$ cat config.mk
export PLATFORM = sky130hd
export DESIGN_NAME = fres_div
export DESIGN_NICKNAME = d
export VERILOG_FILES = /design/src/rtl/assert_macros.svh /design/src/rtl/fres_pkg.sv /design/src/rtl/fres_div.sv
export SDC_FILE = /design/constraint.sdc
export NUM_CORES = 1
export LEC_CHECK = 0
export BUFFER_PORTS_ARGS = -buffer_cell sky130_fd_sc_hd__clkbuf_2
export CAP_MARGIN = 20
export CORE_UTILIZATION = 60
export DETAILED_ROUTE_END_ITERATION = 6
export PLACE_DENSITY = 0.76
export REMOVE_ABC_BUFFERS = 1
export SYNTH_ARGS = -nofsm -noshare
export SYNTH_HDL_FRONTEND = slang
export SYNTH_SLANG_ARGS = --single-unit
$ cat constraint.sdc
create_clock -name clk -period 3.53 [get_ports clk]
set_input_delay 0.1765 -clock clk [delete_from_list [all_inputs] [get_ports clk]]
set_output_delay 0.1765 -clock clk [all_outputs]
set_load 0.03 [all_outputs]
$ cat src/rtl/assert_macros.svh
// ----------------------------------------------------------------------------
// Assertion macros
// Clocked property checks on clk, disabled while arst_n is low.
// ----------------------------------------------------------------------------
`ifndef ASSERT_MACROS_SVH
`define ASSERT_MACROS_SVH
`ifndef NO_ASSERTIONS
`define ASSERT_IMPLIES(label, ante, cons, msg) \
	label: assert property (@(posedge clk) disable iff (!arst_n) (ante) |-> (cons)) \
		else $error(msg);
`define ASSERT_NEXT(label, ante, cons, msg) \
	label: assert property (@(posedge clk) disable iff (!arst_n) (ante) |=> (cons)) \
		else $error(msg);
`else
`define ASSERT_IMPLIES(label, ante, cons, msg)
`define ASSERT_NEXT(label, ante, cons, msg)
`endif
`endif

$ cat src/rtl/fres_pkg.sv
`timescale 1ns / 1ps
// ----------------------------------------------------------------------------
// fres_pkg
// Item types and constants of the refraction and reflectance pipeline.
// ----------------------------------------------------------------------------
package fres_pkg;

	localparam int QUO_BITS = 16;
	localparam int SQRT_STEPS = 29;
	localparam logic [14:0] ONE_Q13 = 15'd8192;
	localparam logic [14:0] RESET_INDEX = 15'd12288;
	localparam logic [15:0] REFL_ONE = 16'd32768;

	typedef struct packed {
		logic signed [15:0] incident_x;
		logic signed [15:0] incident_y;
		logic signed [15:0] normal_x;
		logic signed [15:0] normal_y;
		logic               entering;
	} ray_item_t;

	typedef struct packed {
		logic signed [15:0] refracted_x;
		logic signed [15:0] refracted_y;
		logic        [15:0] reflectance;
		logic               total_reflection;
	} res_item_t;

endpackage

$ cat src/rtl/fres_div.sv
`timescale 1ns / 1ps
// ----------------------------------------------------------------------------
// fres_div
// Pipelined restoring divider, one quotient bit per stage, 16 bit quotient.
// Needs num < den * 2^16.
// ----------------------------------------------------------------------------
module fres_div
	import fres_pkg::*;
#(
	parameter int NW = 16
) (
	input  logic                   clk,
	input  logic                   en,
	input  logic [NW+QUO_BITS-1:0] num,
	input  logic [NW-1:0]          den,
	output logic [QUO_BITS-1:0]    quo
);

	localparam int CW = NW + QUO_BITS;

	logic [CW-1:0]       rem_s [0:QUO_BITS-1];
	logic [NW-1:0]       den_s [0:QUO_BITS-1];
	logic [QUO_BITS-1:0] quo_s [0:QUO_BITS-1];

	for (genvar g = 0; g < QUO_BITS; g++) begin : g_step
		localparam int K = QUO_BITS - 1 - g;
		logic [CW-1:0]       rem_in;
		logic [NW-1:0]       den_in;
		logic [QUO_BITS-1:0] quo_in;
		logic [CW-1:0]       shd;
		logic                ge;

		if (g == 0) begin : g_first
			assign rem_in = num;
			assign den_in = den;
			assign quo_in = '0;
		end else begin : g_rest
			assign rem_in = rem_s[g-1];
			assign den_in = den_s[g-1];
			assign quo_in = quo_s[g-1];
		end

		assign shd = CW'(den_in) << K;
		assign ge = rem_in >= shd;

		always_ff @(posedge clk) begin
			if (en) begin
				rem_s[g] <= ge ? rem_in - shd : rem_in;
				den_s[g] <= den_in;
				quo_s[g] <= quo_in | (QUO_BITS'(ge) << K);
			end
		end
	end

	assign quo = quo_s[QUO_BITS-1];

endmodule

# Yosys cells after proc, flatten, opt, wreduce, memory -nomap -nowiden
# Memories as Yosys holds them, arrays and structs flattened.
# Index checks and enable logic that the tools add are counted.
# word_totals
mem_bits_rw	1024
elab_cells	68
reg_bits	0
n_memories	3
# memory_table
name	depth	word_bits	read_ports	rd_ports_with_merged_regs	wr	line	source
rem_s	16	32	15	0	16	fres_div.sv:21	logic [CW-1:0] rem_s [0:QUO_BITS-1];
den_s	16	16	15	0	16	fres_div.sv:22	logic [NW-1:0] den_s [0:QUO_BITS-1];
quo_s	16	16	16	0	16	fres_div.sv:23	logic [QUO_BITS-1:0] quo_s [0:QUO_BITS-1];
# op_classes
n_lt_le_gt_ge	16
n_addsub	16
muxes	18
n_bitwise	15
# ops
cell	count
$mux W32	16
$ge A32 B16 Y1	1
$ge A32 B17 Y1	1
$ge A32 B18 Y1	1
$ge A32 B19 Y1	1
$ge A32 B20 Y1	1
$ge A32 B21 Y1	1
$ge A32 B22 Y1	1
$ge A32 B23 Y1	1
$ge A32 B24 Y1	1
$ge A32 B25 Y1	1
$ge A32 B26 Y1	1
$ge A32 B27 Y1	1
$ge A32 B28 Y1	1
$ge A32 B29 Y1	1
$ge A32 B30 Y1	1
$ge A32 B31 Y1	1
$sub A32 B16 Y32	1
$sub A32 B17 Y32	1
$sub A32 B18 Y32	1
$sub A32 B19 Y32	1
$sub A32 B20 Y32	1
$sub A32 B21 Y32	1
$sub A32 B22 Y32	1
other kinds (25)	26

# Logic depth before layout (Yosys ltp)
# An unclocked memory read counts as a cell.
# depth
ltp_word	3
depth_mapped	13
depth_no_buf	12

# Worst setup path after synthesis
# Ideal clock, no wire load.
# synth_path
kind	register to register
from	memory rem_s[0][138] (netlist name)
to	memory rem_s[0][190] (netlist name), data pin
setup_time_ns	0.271
n_path_buf	0
path_slack_ns	0.374
t_arrival_ns	2.884
synth_period_minus_slack_ns	3.156
path_stages_with_launch	13
path_cell_list	edfxtp_1 -> inv_1 -> ha_1 -> inv_1 -> fa_1 -> a211o_1 -> a21boi_1 -> o31ai_1 -> a221o_1 -> a31oi_1 -> or4b_1 -> nor4_1 -> xor2_1
# synth_rtl
element	line
start, declared	fres_div.sv:21

==> impl_metrics.py <==
metrics = {
    "power_and_ir_drop": {
        "power_frac_clock_pct": 25.1,
        "power.density_nw_per_um2": 740,
        "swShare_pct": 32.4,
        "leakage_uw": 0.0191,
        "p_comb_share_pct": 33.3,
        "seq_power_share_pct": 41.6,
        "p_total_uw": 36600,
        "p_sw_uw": 11800,
        "ir_worst_vdd_mv": 0.556,
        "p_int_uw": 24700,
    },
    "run": {
        "maxCapViolations": 0,
    },
    "hold_path": {
        "hold_path.class": "in -> reg",
    },
    "floorplan": {
        "die_area_um2": 74300,
        "die_w_um": 273,
        "num_io_pins": 66,
        "initial_core_util_pct": 61.1,
        "die_h_um": 273,
        "rows": 98,
        "core_area_um2": 72000,
    },
    "timing": {
        "hold_violations": 0,
        "rsz0062_at_grt": "no",
        "slew_viol_final": 0,
        "tightestPinTransition_ns": 0.833,
        "finClkSkew_ns": 0.0307,
        "clock.fmax_mhz": 293,
        "holdWs_ns": 0.0889,
        "period_minus_slack_ns": 3.41,
        "timing.slew.headroom_pct": 44.1,
        "min_period_over_period_pct": 96.6,
        "setup_viol": 0,
    },
    "clock_tree": {
        "htree_levels": 3,
        "clock_path_buffers": 3,
        "insertion_delay_ns": 0.66,
        "clkSlewWorstSetupHoldPaths_ns": 0.06,
        "cts_tree": "done",
        "cts_root_buf": "clkbuf_16",
        "clock-sinks": 856,
        "cts_made_buffers": 88,
    },
    "global_route": {
        "grt_pass1_vias": 29749,
        "grt_overflow": 0,
        "grt_usage_pct": 22.4,
        "antenna_found_initial": 0,
        "grt_first_pass_wirelength_um": 136000,
        "grt_max_degree": 94,
    },
    "cells_and_area": {
        "diodes": 0,
        "areaGrowthSynthToFinish_pct": 12.4,
        "final_cells": 4905,
        "nets": 4209,
        "final_common_cell": "edfxtp_1",
        "drive_gt1_share_pct": 9.05,
        "final_cell_mix": "856 x edfxtp_1, 351 x inv_1, 269 x a21oi_1",
        "post-route-util_pct": 68.7,
        "fin_area_um2": 49400,
    },
    "worst_setup_path": {
        "required_ns": 3.93,
        "worstPathCellList": "ha_1 -> nor2b_1 -> or2_2 -> a221oi_1 -> o21ai_0 -> a221o_1 -> buf_12 -> buf_4 -> nor2_1 -> a21oi_1",
        "critPathArrivalTime_ns": 3.81,
        "startpoint_type": "flop",
        "crit_type": "reg -> reg",
        "end_kind": "flop",
        "crit_slowest_cell": "a221oi_1",
        "cpPeakStageDelay_ns": 0.61,
        "cp_max_fo": 14,
    },
    "detailed_routing": {
        "drt_iter0_markers": 1543,
        "num_vias": 28580,
        "avgRoutedWirePerCell_um": 16.8,
        "firstDrtPassIters": 5,
        "drc": 0,
        "drt-vias-per-instance": 5.83,
        "ant_nets": 0,
        "wirelength_um": 82500,
    },
    "placement": {
        "numPortBuffers": 65,
        "dp_cells": 4699,
        "hpwl_um": 59400,
        "gp_congestion": 0.902,
        "placed_area_um2": 46000,
    },
    "yosys": {
        "syn_inst": 3675,
        "ys_seq_elements": 856,
        "synth_edf_count": 856,
        "syn_area_um2": 44000,
        "seq_area_frac_synth_pct": 58.5,
        "yosys_most_used_dff": "edfxtp_1",
        "synth-async-reset-ratio_pct": 0,
        "synth_warnings": 0,
        "yosysUniqueCellTypes": 79,
        "synth_area_per_cell_um2": 12.0,
    },
    "status": {
        "status": "finished, final reports clean",
    },
}
per-layer routing:
| layer | vias to the layer above | global-route usage [%] | wire length (µm) |
|---|---|---|---|
| met5 | - | 0 | 0 |
| met4 | 0 | 13.5 | 4500 |
| met3 | 259 | 2.79 | 2430 |
| met2 | 627 | 46.4 | 47500 |
| met1 | 13666 | 20.0 | 28000 |
| li1 | 14028 | - | - |
worst max-delay path: cells and delay by family (launching register included):
family          cells  cell delay (ns)
simple gates        3             0.51
buf+inv             2             0.37
compound gates      4             1.49
flops               1             0.43
fa+ha+maj           1             0.34
final timing paths:
kind	cells past startpoint	endpoint	startpoint	slack, ns
worst min register to register	0	quo_s[1][15]	quo_s[0][127]	0.42
worst min-delay path	1	rem_s[1][1]	en	0.09
worst max register to register	10	rem_s[0][77]	rem_s[0][46]	0.12
worst max-delay path	10	rem_s[0][77]	rem_s[0][46]	0.12
kinds of logic (layout without fill, tap and decap cells):
logic type / Yosys count / count (layout) / share of synthesized area (%)
fa+ha+maj: 271 / 271 / 7.97
xor+xnor: 295 / 295 / 5.88
flops: 856 / 856 / 58.5
simple gates: 943 / 943 / 10.8
compound gates: 840 / 840 / 11.9
buf+inv: 415 / 695 / 3.59
mux: 55 / 55 / 1.41
registers in the layout (all words and copies together), names as in the netlist:
| name | cells |
|---|---|
| den_s | 240 |
| rem_s | 480 |
| quo_s | 136 |
timing repair:
item / CTS / global route
hold endpoints to repair: 48 / 0
endpoints found under the setup margin: 2 / 5
gates resized for setup: 4 / 6
hold buffers: 48 / 0
pin swaps: 1 / 2
setup buffers: 1 / 0
synthesized netlist by cell type (10+ instances only):
cell type  instances  share of area (%)
a2111oi_0         11               0.22
a211o_1           11               0.22
a211oi_1          32               0.55
a21o_1            66                1.1
a21oi_1          270                3.1
a31oi_1           29               0.41
and2_1            14               0.20
and3_1            21               0.30
clkbuf_1          52               0.44
edfxtp_1         856                 58
fa_1              15               0.68
ha_1             256                7.3
inv_1            351                3.0
mux2_2            54                1.4
nand2_1          223                1.9
nand2b_1          41               0.58
nand3_1           47               0.54
nand3b_1          12               0.20
nand4_1           34               0.48
nand4b_1          14               0.28
nor2_1           261                2.2
nor2b_1           31               0.44
nor3_1            69               0.79
nor3b_1           10               0.17
nor4_1            59               0.84
nor4b_1           14               0.28
o2111ai_1         11               0.22
o211ai_1          19               0.32
o21a_1            40               0.68
o21ai_0          216                2.5
o21bai_1          24               0.41
o31a_1            12               0.24
o31ai_1           17               0.29
or2_2             17               0.24
or3_1             37               0.53
or4_1             15               0.26
xnor2_1          158                3.1
xor2_1           137                2.7
stage by stage:
| step | worst slack [ns] | TNS (ns) |
|---|---|---|
| 2_1_floorplan | -0.870 | -14.15 |
| 4_1_cts | 0.00691 | 0 |
| 5_1_grt | 0.00273 | 0 |
| 3_3_place_gp | 0.0150 | 0 |
| 3_5_place_dp | -0.0606 | -0.0853 |
| 6_report | 0.118 | 0 |
power groups by stage:
stage	clock network [µW]	logic, µW	registers [µW]
global route	9730	13600	15400
CTS	9340	12100	15200
global placement	0	11500	15300
floorplan	0	9110	15000
finish	9180	12200	15200
detailed placement	0	11900	15400
final cells by class:
cell class	instances	area, µm²
clock buffers	111	2310
multi-input cells	2404	16800
clock inverters	46	574
inverters	351	1320
flip-flops and latches	856	25700
well taps	950	1190
fillers	4985	22600
repair buffers	187	1540
(Power assumes the default switching activity.)
